$ cat src/hw/rtl/maze_dfs_explorer_assert.svh
// Assertion macros for the maze explorer.
// Taken in by the top level with a plain include; needs nothing else.
`ifndef MAZE_DFS_EXPLORER_ASSERT_SVH
`define MAZE_DFS_EXPLORER_ASSERT_SVH

// Property that must hold at every clock edge out of reset
`define MDE_ASSERT_ALWAYS(label, clk_i, rst_ni, prop, msg) \
  label: assert property (@(posedge clk_i) disable iff (!rst_ni) (prop)) else $error(msg);

// Same-cycle implication
`define MDE_ASSERT_IMP(label, clk_i, rst_ni, ante, cons, msg) \
  label: assert property (@(posedge clk_i) disable iff (!rst_ni) (ante) |-> (cons)) \
    else $error(msg);

// Next-cycle implication
`define MDE_ASSERT_NEXT(label, clk_i, rst_ni, ante, cons, msg) \
  label: assert property (@(posedge clk_i) disable iff (!rst_ni) (ante) |=> (cons)) \
    else $error(msg);

`endif

$ cat src/hw/rtl/mde_pkg.sv
// Shared types, codes and helpers of the maze explorer.
// No dependencies; used by mde_decide and maze_dfs_explorer.
package mde_pkg;

  // Request codes
  localparam logic [0:0] REQ_START = 1'b0;
  localparam logic [0:0] REQ_STEP  = 1'b1;

  // Absolute directions, also the heading codes
  localparam logic [1:0] DIR_N = 2'd0;
  localparam logic [1:0] DIR_E = 2'd1;
  localparam logic [1:0] DIR_S = 2'd2;
  localparam logic [1:0] DIR_W = 2'd3;

  // Configuration register indexes
  localparam int CFG_AW = 2;
  localparam logic [CFG_AW-1:0] CFG_WALL_THRESHOLD = 2'd0;
  localparam logic [CFG_AW-1:0] CFG_GOAL_X         = 2'd1;
  localparam logic [CFG_AW-1:0] CFG_GOAL_Y         = 2'd2;
  localparam int CFG_DW = 12;

  // Register reset values
  localparam logic [11:0] THRESHOLD_RST = 12'd1000;
  localparam logic [3:0]  GOAL_RST      = 4'd7;

  typedef enum logic [2:0] {
    ST_IGNORED   = 3'd0,
    ST_ADVANCE   = 3'd1,
    ST_BACKTRACK = 3'd2,
    ST_GOAL      = 3'd3,
    ST_EXHAUSTED = 3'd4
  } status_t;

  typedef enum logic [3:0] {
    MODE_IDLE    = 4'b0001,
    MODE_EXPLORE = 4'b0010,
    MODE_GOAL    = 4'b0100,
    MODE_DONE    = 4'b1000
  } mode_t;

  typedef struct packed {
    logic [0:0]  req_type;
    logic [11:0] left_level;
    logic [11:0] front_level;
    logic [11:0] right_level;
  } in_item_t;

  typedef struct packed {
    logic [2:0] status;
    logic [3:0] target_x;
    logic [3:0] target_y;
    logic [1:0] heading;
  } out_item_t;

  // Decision of one transaction, handed from the decide logic to the state and memories
  typedef struct packed {
    status_t    status;
    logic [1:0] heading;
    mode_t      mode;
    logic       mark_visited;
    logic       put_walls;
    logic       stack_we;
    logic       stack_start;
  } step_ctl_t;

  // Rotate sensor bits (bit0 front, bit1 right, bit3 left) into absolute directions
  function automatic logic [3:0] rot_dirs(input logic [3:0] rel, input logic [1:0] facing);
    logic [7:0] dbl;
    dbl = {rel, rel} << facing;
    return dbl[7:4];
  endfunction

endpackage

$ cat src/hw/rtl/mde_ram.sv
// Generic simple dual-port RAM: one write port, one read port, registered read.
// No dependencies.
module mde_ram #(
  parameter int WIDTH = 8,
  parameter int DEPTH = 256,
  localparam int AW = $clog2(DEPTH)
) (
  input  logic             clk,
  input  logic             we,
  input  logic [AW-1:0]    waddr,
  input  logic [WIDTH-1:0] wdata,
  input  logic             re,
  input  logic [AW-1:0]    raddr,
  output logic [WIDTH-1:0] rdata
);

  logic [WIDTH-1:0] mem [DEPTH];
  logic [WIDTH-1:0] rdata_r;

  always_ff @(posedge clk) begin
    if (we) begin
      mem[waddr] <= wdata;
    end
    // read data holds until the next read
    if (re) begin
      rdata_r <= mem[raddr];
    end
  end

  assign rdata = rdata_r;

endmodule

$ cat src/hw/rtl/mde_decide.sv
// Decision logic of one transaction: goal test, neighbour choice, backtrack, new state.
// Uses mde_pkg; instantiated by maze_dfs_explorer.
module mde_decide #(
  parameter int GRID_SIDE = 16,
  localparam int CW = $clog2(GRID_SIDE),
  localparam int CELLS = GRID_SIDE * GRID_SIDE,
  localparam int CNTW = $clog2(CELLS + 1)
) (
  input  logic [0:0]        req_type,
  input  mde_pkg::mode_t    mode,
  input  logic [CW-1:0]     pos_x,
  input  logic [CW-1:0]     pos_y,
  input  logic [1:0]        facing,
  input  logic [CNTW-1:0]   count,
  input  logic [3:0]        walls,
  input  logic [3:0]        vis,
  input  logic [3:0]        nb_in,
  input  logic [CW-1:0]     nb_x [4],
  input  logic [CW-1:0]     nb_y [4],
  input  logic [CW-1:0]     top_x,
  input  logic [CW-1:0]     top_y,
  input  logic [3:0]        goal_x,
  input  logic [3:0]        goal_y,
  output mde_pkg::step_ctl_t ctl,
  output logic [CW-1:0]     new_x,
  output logic [CW-1:0]     new_y,
  output logic [CNTW-1:0]   next_count
);

  localparam int CMPW = ((CW > 4) ? CW : 4) + 1;

  logic [3:0]      open_dirs;
  logic            found;
  logic [1:0]      sel;
  logic            in_goal;
  logic [CMPW-1:0] px_c, py_c, gx_c, gy_c;
  logic [CW:0]     px, py, tx, ty;
  logic [1:0]      bt_head;

  // Goal block test, goal cells beyond the grid never match
  always_comb begin
    px_c = CMPW'(pos_x);
    py_c = CMPW'(pos_y);
    gx_c = CMPW'(goal_x);
    gy_c = CMPW'(goal_y);
    in_goal = ((px_c == gx_c) || (px_c == gx_c + CMPW'(1))) &&
              ((py_c == gy_c) || (py_c == gy_c + CMPW'(1)));
  end

  // First open, unvisited, in-grid neighbour in order N, E, S, W
  assign open_dirs = ~walls & nb_in & ~vis;
  assign found     = |open_dirs;

  always_comb begin
    if (open_dirs[0]) begin
      sel = mde_pkg::DIR_N;
    end else if (open_dirs[1]) begin
      sel = mde_pkg::DIR_E;
    end else if (open_dirs[2]) begin
      sel = mde_pkg::DIR_S;
    end else begin
      sel = mde_pkg::DIR_W;
    end
  end

  // Heading after a backtrack: face the travel direction if adjacent
  always_comb begin
    px = {1'b0, pos_x};
    py = {1'b0, pos_y};
    tx = {1'b0, top_x};
    ty = {1'b0, top_y};
    if (tx == px && ty == py + 1'b1) begin
      bt_head = mde_pkg::DIR_N;
    end else if (ty == py && tx == px + 1'b1) begin
      bt_head = mde_pkg::DIR_E;
    end else if (tx == px && ty + 1'b1 == py) begin
      bt_head = mde_pkg::DIR_S;
    end else if (ty == py && tx + 1'b1 == px) begin
      bt_head = mde_pkg::DIR_W;
    end else begin
      bt_head = facing;
    end
  end

  // Transaction outcome
  always_comb begin
    ctl.status       = mde_pkg::ST_IGNORED;
    ctl.heading      = facing;
    ctl.mode         = mode;
    ctl.mark_visited = 1'b0;
    ctl.put_walls    = 1'b0;
    ctl.stack_we     = 1'b0;
    ctl.stack_start  = 1'b0;
    new_x            = pos_x;
    new_y            = pos_y;
    next_count       = count;
    unique case (mode) inside
      mde_pkg::MODE_IDLE: begin
        if (req_type == mde_pkg::REQ_START) begin
          ctl.mark_visited = 1'b1;
          ctl.stack_we     = 1'b1;
          ctl.stack_start  = 1'b1;
          ctl.mode         = mde_pkg::MODE_EXPLORE;
          next_count       = CNTW'(1);
        end
      end
      mde_pkg::MODE_EXPLORE: begin
        if (req_type == mde_pkg::REQ_STEP) begin
          ctl.mark_visited = 1'b1;
          ctl.put_walls    = 1'b1;
          if (in_goal) begin
            ctl.mode   = mde_pkg::MODE_GOAL;
            ctl.status = mde_pkg::ST_GOAL;
          end else if (found) begin
            ctl.status  = mde_pkg::ST_ADVANCE;
            ctl.heading = sel;
            new_x       = nb_x[sel];
            new_y       = nb_y[sel];
            // full stack drops the push, the move still happens
            if (count < CNTW'(CELLS)) begin
              ctl.stack_we = 1'b1;
              next_count   = count + CNTW'(1);
            end
          end else if (count <= CNTW'(1)) begin
            ctl.mode   = mde_pkg::MODE_DONE;
            ctl.status = mde_pkg::ST_EXHAUSTED;
          end else begin
            ctl.status  = mde_pkg::ST_BACKTRACK;
            ctl.heading = bt_head;
            new_x       = top_x;
            new_y       = top_y;
            next_count  = count - CNTW'(1);
          end
        end
      end
      mde_pkg::MODE_GOAL, mde_pkg::MODE_DONE: ;
      default: ;
    endcase
  end

endmodule

$ cat src/hw/rtl/maze_dfs_explorer.sv
// Depth-first maze explorer. A transaction passes two engine steps: a read step reads
// the wall, visited and trail memories around the current cell, then a decide step decides
// the move and writes back, stalled while the output register holds an untaken result. The
// next transaction's reads start only once the previous one's decide step has set the
// position; an input register and an output register let a new transaction be taken while
// a result waits. After reset a clearing pass zeroes the wall and visited memories, one
// cell a cycle, over all (2**ceil(log2 GRID_SIDE))**2 addresses (256 at the default size);
// no transaction is taken meanwhile, configuration writes are.
// Uses mde_pkg, mde_ram, mde_decide and maze_dfs_explorer_assert.svh.
`include "maze_dfs_explorer_assert.svh"

module maze_dfs_explorer #(
  parameter int GRID_SIDE = 16
) (
  input  logic                            clk,
  input  logic                            rst_n,
  input  logic                            in_valid,
  output logic                            in_ready,
  input  mde_pkg::in_item_t               in_data,
  output logic                            out_valid,
  input  logic                            out_ready,
  output mde_pkg::out_item_t              out_data,
  input  logic                            cfg_we,
  input  logic [mde_pkg::CFG_AW-1:0]      cfg_addr,
  input  logic [mde_pkg::CFG_DW-1:0]      cfg_wdata
);

  localparam int CW     = $clog2(GRID_SIDE);
  localparam int MAW    = 2 * CW;
  localparam int MDEPTH = 1 << MAW;
  localparam int CELLS  = GRID_SIDE * GRID_SIDE;
  localparam int SAW    = $clog2(CELLS);
  localparam int CNTW   = $clog2(CELLS + 1);

  // Configuration
  logic [11:0] thr_r;
  logic [3:0]  goal_x_r, goal_y_r;

  // Input register, engine stage, output register
  logic               hold_valid_r;
  mde_pkg::in_item_t  hold_r;
  logic               e1_valid_r;
  logic [0:0]         e1_req_r;
  logic [3:0]         e1_sens_r;
  logic               out_valid_r;
  mde_pkg::out_item_t out_r;

  // Explorer state
  logic [CW-1:0]   pos_x_r, pos_y_r;
  logic [1:0]      facing_r;
  logic [CNTW-1:0] cnt_r;
  mde_pkg::mode_t  mode_r;

  // Clearing pass
  logic           clr_busy_r;
  logic [MAW-1:0] clr_addr_r;

  logic               in_fire, e0_fire, e1_fire, step_e0;
  logic [3:0]         rel, sens_abs;
  logic [CW-1:0]      nb_x [4];
  logic [CW-1:0]      nb_y [4];
  logic [MAW-1:0]     nb_addr [4];
  logic [3:0]         nb_in;
  logic [CW:0]        xp1, yp1;
  logic [MAW-1:0]     cur_addr;
  logic [3:0]         wall_rd, vis_rd;
  logic [MAW-1:0]     stack_rd;
  logic [CNTW-1:0]    cnt_m2;
  logic [SAW-1:0]     stack_waddr;
  mde_pkg::step_ctl_t ctl;
  logic [CW-1:0]      new_x, new_y;
  logic [CNTW-1:0]    next_count;

  // Handshakes
  assign e0_fire  = hold_valid_r && !e1_valid_r;
  assign e1_fire  = e1_valid_r && (!out_valid_r || out_ready);
  assign in_ready = !clr_busy_r && (!hold_valid_r || e0_fire);
  assign in_fire  = in_valid && in_ready;

  // Neighbour cells and grid bounds
  always_comb begin
    xp1 = {1'b0, pos_x_r} + 1'b1;
    yp1 = {1'b0, pos_y_r} + 1'b1;
    nb_x[0] = pos_x_r;            nb_y[0] = yp1[CW-1:0];
    nb_x[1] = xp1[CW-1:0];        nb_y[1] = pos_y_r;
    nb_x[2] = pos_x_r;            nb_y[2] = pos_y_r - CW'(1);
    nb_x[3] = pos_x_r - CW'(1);   nb_y[3] = pos_y_r;
    nb_in[0] = yp1 < (CW+1)'(GRID_SIDE);
    nb_in[1] = xp1 < (CW+1)'(GRID_SIDE);
    nb_in[2] = pos_y_r != '0;
    nb_in[3] = pos_x_r != '0;
    for (int d = 0; d < 4; d++) begin
      nb_addr[d] = {nb_y[d], nb_x[d]};
    end
  end

  assign cur_addr = {pos_y_r, pos_x_r};

  // Sensor thresholds, rotated by heading
  assign step_e0  = (hold_r.req_type == mde_pkg::REQ_STEP) && (mode_r == mde_pkg::MODE_EXPLORE);
  assign rel      = {hold_r.left_level > thr_r, 1'b0,
                     hold_r.right_level > thr_r, hold_r.front_level > thr_r};
  assign sens_abs = mde_pkg::rot_dirs(rel, facing_r);

  // Wall memories, one per direction; outside the clearing pass walls are only ever set
  for (genvar k = 0; k < 4; k++) begin : g_wall
    localparam int OPP = (k + 2) % 4;
    logic           we;
    logic [MAW-1:0] waddr;

    // own wall in the decide cycle, neighbour's mirrored wall in the read cycle
    assign we = clr_busy_r ||
                (e1_fire && ctl.put_walls && e1_sens_r[k]) ||
                (e0_fire && step_e0 && sens_abs[OPP] && nb_in[OPP]);
    assign waddr = clr_busy_r ? clr_addr_r : (e1_valid_r ? cur_addr : nb_addr[OPP]);

    mde_ram #(.WIDTH(1), .DEPTH(MDEPTH)) u_wall (
      .clk   (clk),
      .we    (we),
      .waddr (waddr),
      .wdata (!clr_busy_r),
      .re    (e0_fire),
      .raddr (cur_addr),
      .rdata (wall_rd[k])
    );
  end

  // Visited memory, one copy per neighbour so all four read at once
  for (genvar k = 0; k < 4; k++) begin : g_vis
    mde_ram #(.WIDTH(1), .DEPTH(MDEPTH)) u_vis (
      .clk   (clk),
      .we    (clr_busy_r || (e1_fire && ctl.mark_visited)),
      .waddr (clr_busy_r ? clr_addr_r : cur_addr),
      .wdata (!clr_busy_r),
      .re    (e0_fire),
      .raddr (nb_addr[k]),
      .rdata (vis_rd[k])
    );
  end

  // Trail stack: the entry below the top is read ahead for a backtrack
  assign cnt_m2      = cnt_r - CNTW'(2);
  assign stack_waddr = ctl.stack_start ? '0 : cnt_r[SAW-1:0];

  mde_ram #(.WIDTH(MAW), .DEPTH(CELLS)) u_trail (
    .clk   (clk),
    .we    (e1_fire && ctl.stack_we),
    .waddr (stack_waddr),
    .wdata ({new_y, new_x}),
    .re    (e0_fire),
    .raddr (cnt_m2[SAW-1:0]),
    .rdata (stack_rd)
  );

  mde_decide #(.GRID_SIDE(GRID_SIDE)) u_decide (
    .req_type   (e1_req_r),
    .mode       (mode_r),
    .pos_x      (pos_x_r),
    .pos_y      (pos_y_r),
    .facing     (facing_r),
    .count      (cnt_r),
    .walls      (wall_rd | e1_sens_r),
    .vis        (vis_rd),
    .nb_in      (nb_in),
    .nb_x       (nb_x),
    .nb_y       (nb_y),
    .top_x      (stack_rd[CW-1:0]),
    .top_y      (stack_rd[MAW-1:CW]),
    .goal_x     (goal_x_r),
    .goal_y     (goal_y_r),
    .ctl        (ctl),
    .new_x      (new_x),
    .new_y      (new_y),
    .next_count (next_count)
  );

  // Configuration writes
  always_ff @(posedge clk) begin
    if (!rst_n) begin
      thr_r    <= mde_pkg::THRESHOLD_RST;
      goal_x_r <= mde_pkg::GOAL_RST;
      goal_y_r <= mde_pkg::GOAL_RST;
    end else if (cfg_we) begin
      unique case (cfg_addr)
        mde_pkg::CFG_WALL_THRESHOLD: thr_r    <= cfg_wdata;
        mde_pkg::CFG_GOAL_X:         goal_x_r <= cfg_wdata[3:0];
        mde_pkg::CFG_GOAL_Y:         goal_y_r <= cfg_wdata[3:0];
        default: ;
      endcase
    end
  end

  // Clearing pass after reset
  always_ff @(posedge clk) begin
    if (!rst_n) begin
      clr_busy_r <= 1'b1;
      clr_addr_r <= '0;
    end else if (clr_busy_r) begin
      clr_addr_r <= clr_addr_r + MAW'(1);
      if (&clr_addr_r) begin
        clr_busy_r <= 1'b0;
      end
    end
  end

  // Pipeline control
  always_ff @(posedge clk) begin
    if (!rst_n) begin
      hold_valid_r <= 1'b0;
      e1_valid_r   <= 1'b0;
      out_valid_r  <= 1'b0;
    end else begin
      if (in_fire) begin
        hold_valid_r <= 1'b1;
      end else if (e0_fire) begin
        hold_valid_r <= 1'b0;
      end
      if (e0_fire) begin
        e1_valid_r <= 1'b1;
      end else if (e1_fire) begin
        e1_valid_r <= 1'b0;
      end
      if (e1_fire) begin
        out_valid_r <= 1'b1;
      end else if (out_ready) begin
        out_valid_r <= 1'b0;
      end
    end
  end

  // Payload registers
  always_ff @(posedge clk) begin
    if (in_fire) begin
      hold_r <= in_data;
    end
    if (e0_fire) begin
      e1_req_r  <= hold_r.req_type;
      e1_sens_r <= step_e0 ? sens_abs : 4'b0000;
    end
    if (e1_fire) begin
      out_r.status   <= ctl.status;
      out_r.target_x <= 4'(new_x);
      out_r.target_y <= 4'(new_y);
      out_r.heading  <= ctl.heading;
    end
  end

  // Explorer state update
  always_ff @(posedge clk) begin
    if (!rst_n) begin
      pos_x_r  <= '0;
      pos_y_r  <= '0;
      facing_r <= mde_pkg::DIR_N;
      cnt_r    <= '0;
      mode_r   <= mde_pkg::MODE_IDLE;
    end else if (e1_fire) begin
      pos_x_r  <= new_x;
      pos_y_r  <= new_y;
      facing_r <= ctl.heading;
      cnt_r    <= next_count;
      mode_r   <= ctl.mode;
    end
  end

  assign out_valid = out_valid_r;
  assign out_data  = out_r;

  // Checks
  `MDE_ASSERT_IMP(a_no_take_in_clear, clk, rst_n, clr_busy_r, !in_ready, "transaction taken during clearing pass")
  `MDE_ASSERT_IMP(a_trail_nonempty, clk, rst_n, mode_r == mde_pkg::MODE_EXPLORE, cnt_r != '0, "exploring with an empty trail")
  `MDE_ASSERT_NEXT(a_goal_sticks, clk, rst_n, mode_r == mde_pkg::MODE_GOAL, mode_r == mde_pkg::MODE_GOAL, "left goal mode without reset")
  `MDE_ASSERT_ALWAYS(a_pos_in_grid, clk, rst_n, ({1'b0, pos_x_r} < (CW+1)'(GRID_SIDE)) && ({1'b0, pos_y_r} < (CW+1)'(GRID_SIDE)), "position outside the grid")

endmodule

$ cat config.mk
export PLATFORM = sky130hd
export DESIGN_NAME = maze_dfs_explorer
export DESIGN_NICKNAME = d
export VERILOG_FILES = /design/src/hw/rtl/mde_pkg.sv /design/src/hw/rtl/mde_ram.sv /design/src/hw/rtl/mde_decide.sv /design/src/hw/rtl/maze_dfs_explorer.sv
export VERILOG_INCLUDE_DIRS = /design/src /design/src/hw/rtl
export SDC_FILE = /design/constraint.sdc
export NUM_CORES = 2
export LEC_CHECK = 0
export BUFFER_PORTS_ARGS = -buffer_cell sky130_fd_sc_hd__buf_2
export CORE_AREA = 2 2 580 582
export CTS_CLUSTER_DIAMETER = 80
export DETAILED_ROUTE_END_ITERATION = 10
export DIE_AREA = 0 0 582 584
export PLACE_DENSITY_LB_ADDON = 0.12
export SLEW_MARGIN = 20
export SYNTH_ARGS = -nofsm -noshare
export SYNTH_HDL_FRONTEND = slang
export SYNTH_SLANG_ARGS = --single-unit
$ cat constraint.sdc
create_clock -name clk -period 33.2 [get_ports clk]
set_input_delay 4.98 -clock clk [delete_from_list [all_inputs] [get_ports clk]]
set_output_delay 4.98 -clock clk [all_outputs]
set_load 0.005 [all_outputs]
==> results.sh <==
export IMPL_num_fill_cells=27300
export IMPL_drtPass1Iterations=5
export IMPL_yosysTopAreaCellShare_pct=68.2
export IMPL_power_w=0.00888
export IMPL_initial_core_util_pct=45.0
export IMPL_place_inst=12700
export IMPL_tightest_slew_ns=1.22
export IMPL_reg2regPathDepth=14
export IMPL_avgSynthCellArea_sq_um=17.1
export IMPL_drc=0
export IMPL_synth_cell_type_count=86
export IMPL_dpl_hpwl_um=243000
export IMPL_cp_max_fo=11
export IMPL_slew_headroom_pct=18.8
export IMPL_design_area_sq_um=166000
export IMPL_cts_sinks=3454
export IMPL_dieHeight_um=584
export IMPL_drive_gt1_share_pct=22.3
export IMPL_drv_slew=0
export IMPL_vdd_drop_max_uv=54.7
export IMPL_max_cap_violations=0
export IMPL_cts_tree="yes"
export IMPL_synthArstFlopShare_pct=0
export IMPL_fin_setup_tns_ns=0
export IMPL_dieArea_sq_um=340000
export IMPL_crit_type="input port to flop"
export IMPL_antenna_found_initial=9
export IMPL_cts_made_buffers=362
export IMPL_synth_seq_cells=3454
export IMPL_wl_per_cell_um=30.5
export IMPL_synthFlopType="edfxtp_1"
export IMPL_rsz0062_at_grt="false"
export IMPL_yosysTopAreaCell="edfxtp_1"
export IMPL_synth_common_cells="edfxtp_1 (3399), mux4_2 (1119), nor2_1 (1040), nand2_1 (683), clkbuf_1 (360)"
export IMPL_synth_nets=8851
export IMPL_hold_end="thr_r[4]$_SDFFE_PN0P_"
export IMPL_critPathCaptureType="flop"
export IMPL_grt_pass1_wl_um=594000
export IMPL_syn_inst=8744
export IMPL_drt_antenna_violating_nets=0
export IMPL_worstPathArrival_ns=8.69
export IMPL_post_cts_buffers=0
export IMPL_fin_crit_sh_pct=24.5
export IMPL_skew_ns=0.0685
export IMPL_synth_most_common_cell="edfxtp_1"
export IMPL_fp_row_count=212
export IMPL_cts_hold_buf=0
export IMPL_finalWeightedCongestion=0.827
export IMPL_gr_usage_all_layers_pct=23.8
export IMPL_synth_edff_count=3399
export IMPL_cts_repair_resized=0
export IMPL_synth_area_leaders="edfxtp_1 (68%), mux4_2 (17%), nor2_1 (2.6%), nand2_1 (1.7%), nor4_1 (1.1%)"
export IMPL_power_leakage_nw=54.6
export IMPL_yosysWarnings=0
export IMPL_layout_nets=8791
export IMPL_area_growth_synth_to_final_pct=11.2
export IMPL_die_w_um=582
export IMPL_ys_seq_area_share_pct=68.9
export IMPL_wl_um=408000
export IMPL_seq_area_sq_um=103000
export IMPL_min_from="thr_r[4]$_SDFFE_PN0P_"
export IMPL_reg2reg_to="u_trail.mem[142][2]$_DFFE_PP_"
export IMPL_holdPathStages=2
export IMPL_h_tree_depth=5
export IMPL_io_pin_count=71
export IMPL_grt_max_degree=286
export IMPL_crit_path_start_kind="input port"
export IMPL_clock_latency_ns=0.98
export IMPL_worst_endpoint_required_ns=33.75
export IMPL_hold_violations=0
export IMPL_fin_ws_ns=25.05
export IMPL_first_global_vias=83800
export IMPL_syn_area_sq_um=150000
export IMPL_placed_area_sq_um=155000
export IMPL_numPortBuffers=70
export IMPL_reg2reg_from="pos_y_r[1]$_SDFFE_PN0P_"
export IMPL_cts_root_buf="clkbuf_16"
export IMPL_drt_iter0_markers=8770
export IMPL_final_cells=13400
export IMPL_cts_clk_slew_worst_paths_ns=0.06
export IMPL_via_per_inst=6.22
export IMPL_fmaxAchievable_mhz=123
export IMPL_outcome="completed"
export IMPL_overflow=0
export IMPL_clock_tree_buffer_depth=4
export IMPL_coreArea_sq_um=333000
export IMPL_period_needed_ns=8.15
export IMPL_multiInputGateArea_sq_um=43800
export IMPL_cellPowerDensity_nw_per_um2=53.3
export IMPL_vias=83200
export IMPL_setup_viol_count_final=0
export IMPL_reg2reg_slack_ns=25.90
export IMPL_dp_slack_ns=24.07
export IMPL_hold_path_class="flop to flop"
registers in the layout (all words and copies together), names as in the netlist, 2 cells and up:
signal and flops:
mode_r 4, pos_x_r 4, thr_r 12, u_trail.rdata 8, goal_x_r 4, g_vis.u_vis.mem 256, pos_y_r 4, clr_addr_r 8
g_wall.u_wall.rdata 4, goal_y_r 4, hold_r 37, facing_r 2, g_wall.u_wall.mem 1024, g_vis.u_vis.rdata 4, cnt_r 9, u_trail.mem 2048
out_data 13, e1_sens_r 4
stage by stage:
stage / utilization [%] / hold slack [ns]
final: 50.0 / 0.466
after global routing: 50.0 / 0.484
after CTS: 50.0 / 0.468
after detailed placement: 46.4 / 0.459
after global placement: 46.4 / 0.457
after floorplan: - / 0.441
critical path, cell delays in order:
cell	delay (ns)
buf_2	0.07
nand2b_1	0.25
nand2_1	0.32
or4_1	0.57
buf_4	0.22
nor2_2	0.47
nand3_1	0.90
nor2_1	0.87
metal layers:
metal / part of all wire, % / GRT usage (%)
met1: 41 / 32.9
met2: 49 / 39.3
met3: 6.3 / 3.04
met4: 3.4 / 7.80
met5: 0 / 0
power by group:
group | leakage (nW) | internal [W] | switching, W
logic | 12.2 | 0.0000166 | 0.0000607
clock network | 5.74 | 0.00237 | 0.00171
registers | 36.6 | 0.00472 | 0.00000204
total | 54.6 | 0.00710 | 0.00178
cell usage in the layout (no fill, tap or decap), types with 14 or more instances in the layout:
master and n:
edfxtp_1 3399, mux4_2 1119, nor2_1 1032, nand2_1 682, clkbuf_16 372, nor3_1 301, nor4_1 270, a21oi_1 200
buf_4 167, nand3_1 136, mux2i_1 125, clkinv_1 86, a211oi_1 82, buf_2 70, clkbuf_1 68, o21ai_0 67
clkinv_2 50, ha_1 49, dfxtp_1 45, nand4_1 43, xnor2_1 40, bufinv_16 40, inv_1 35, o22ai_1 26
o221ai_1 23, xor2_1 22, nor2b_1 22, and2_1 19, buf_12 16, diode_2 14, nand2b_1 14, a22oi_1 14
a21o_1 14, o211ai_1 14, clkinvlp_4 14
logic make-up (layout without fill, tap and decap cells):
family,after synthesis,in the layout,synth area share (%)
flip-flops,3454,3454,68.9
AND/OR/NAND/NOR,2614,2614,7.76
multiplexers,1254,1254,17.7
buffers and inverters,721,954,2.17
AO/OA/AOI/OAI,578,578,2.54
XOR/XNOR,72,72,0.426
adder cells (fa/ha/maj),51,51,0.426
other,0,14,0
final cells by class:
cell class,instances,area share [%]
tap,4387,3.30
clock inverter,214,1.33
timing repair buffer,256,1.18
multi-input combinational,4569,26.3
clock buffer,443,5.77
sequential,3454,62.0
antenna,14,0.0210
inverter,41,0.106
worst max path at each step:
stage                               start                                 end
floorplan           clr_busy_r$_SDFF_PN1_  g_wall[3].u_wall.mem[10]$_DFFE_PP_
global placement                out_ready       u_trail.mem[186][1]$_DFFE_PP_
detailed placement              out_ready       u_trail.mem[186][1]$_DFFE_PP_
CTS                             out_ready        u_trail.mem[78][2]$_DFFE_PP_
global route                    out_ready       u_trail.mem[218][7]$_DFFE_PP_
finish                          out_ready        u_trail.mem[78][2]$_DFFE_PP_
(Power assumes the default switching activity.)
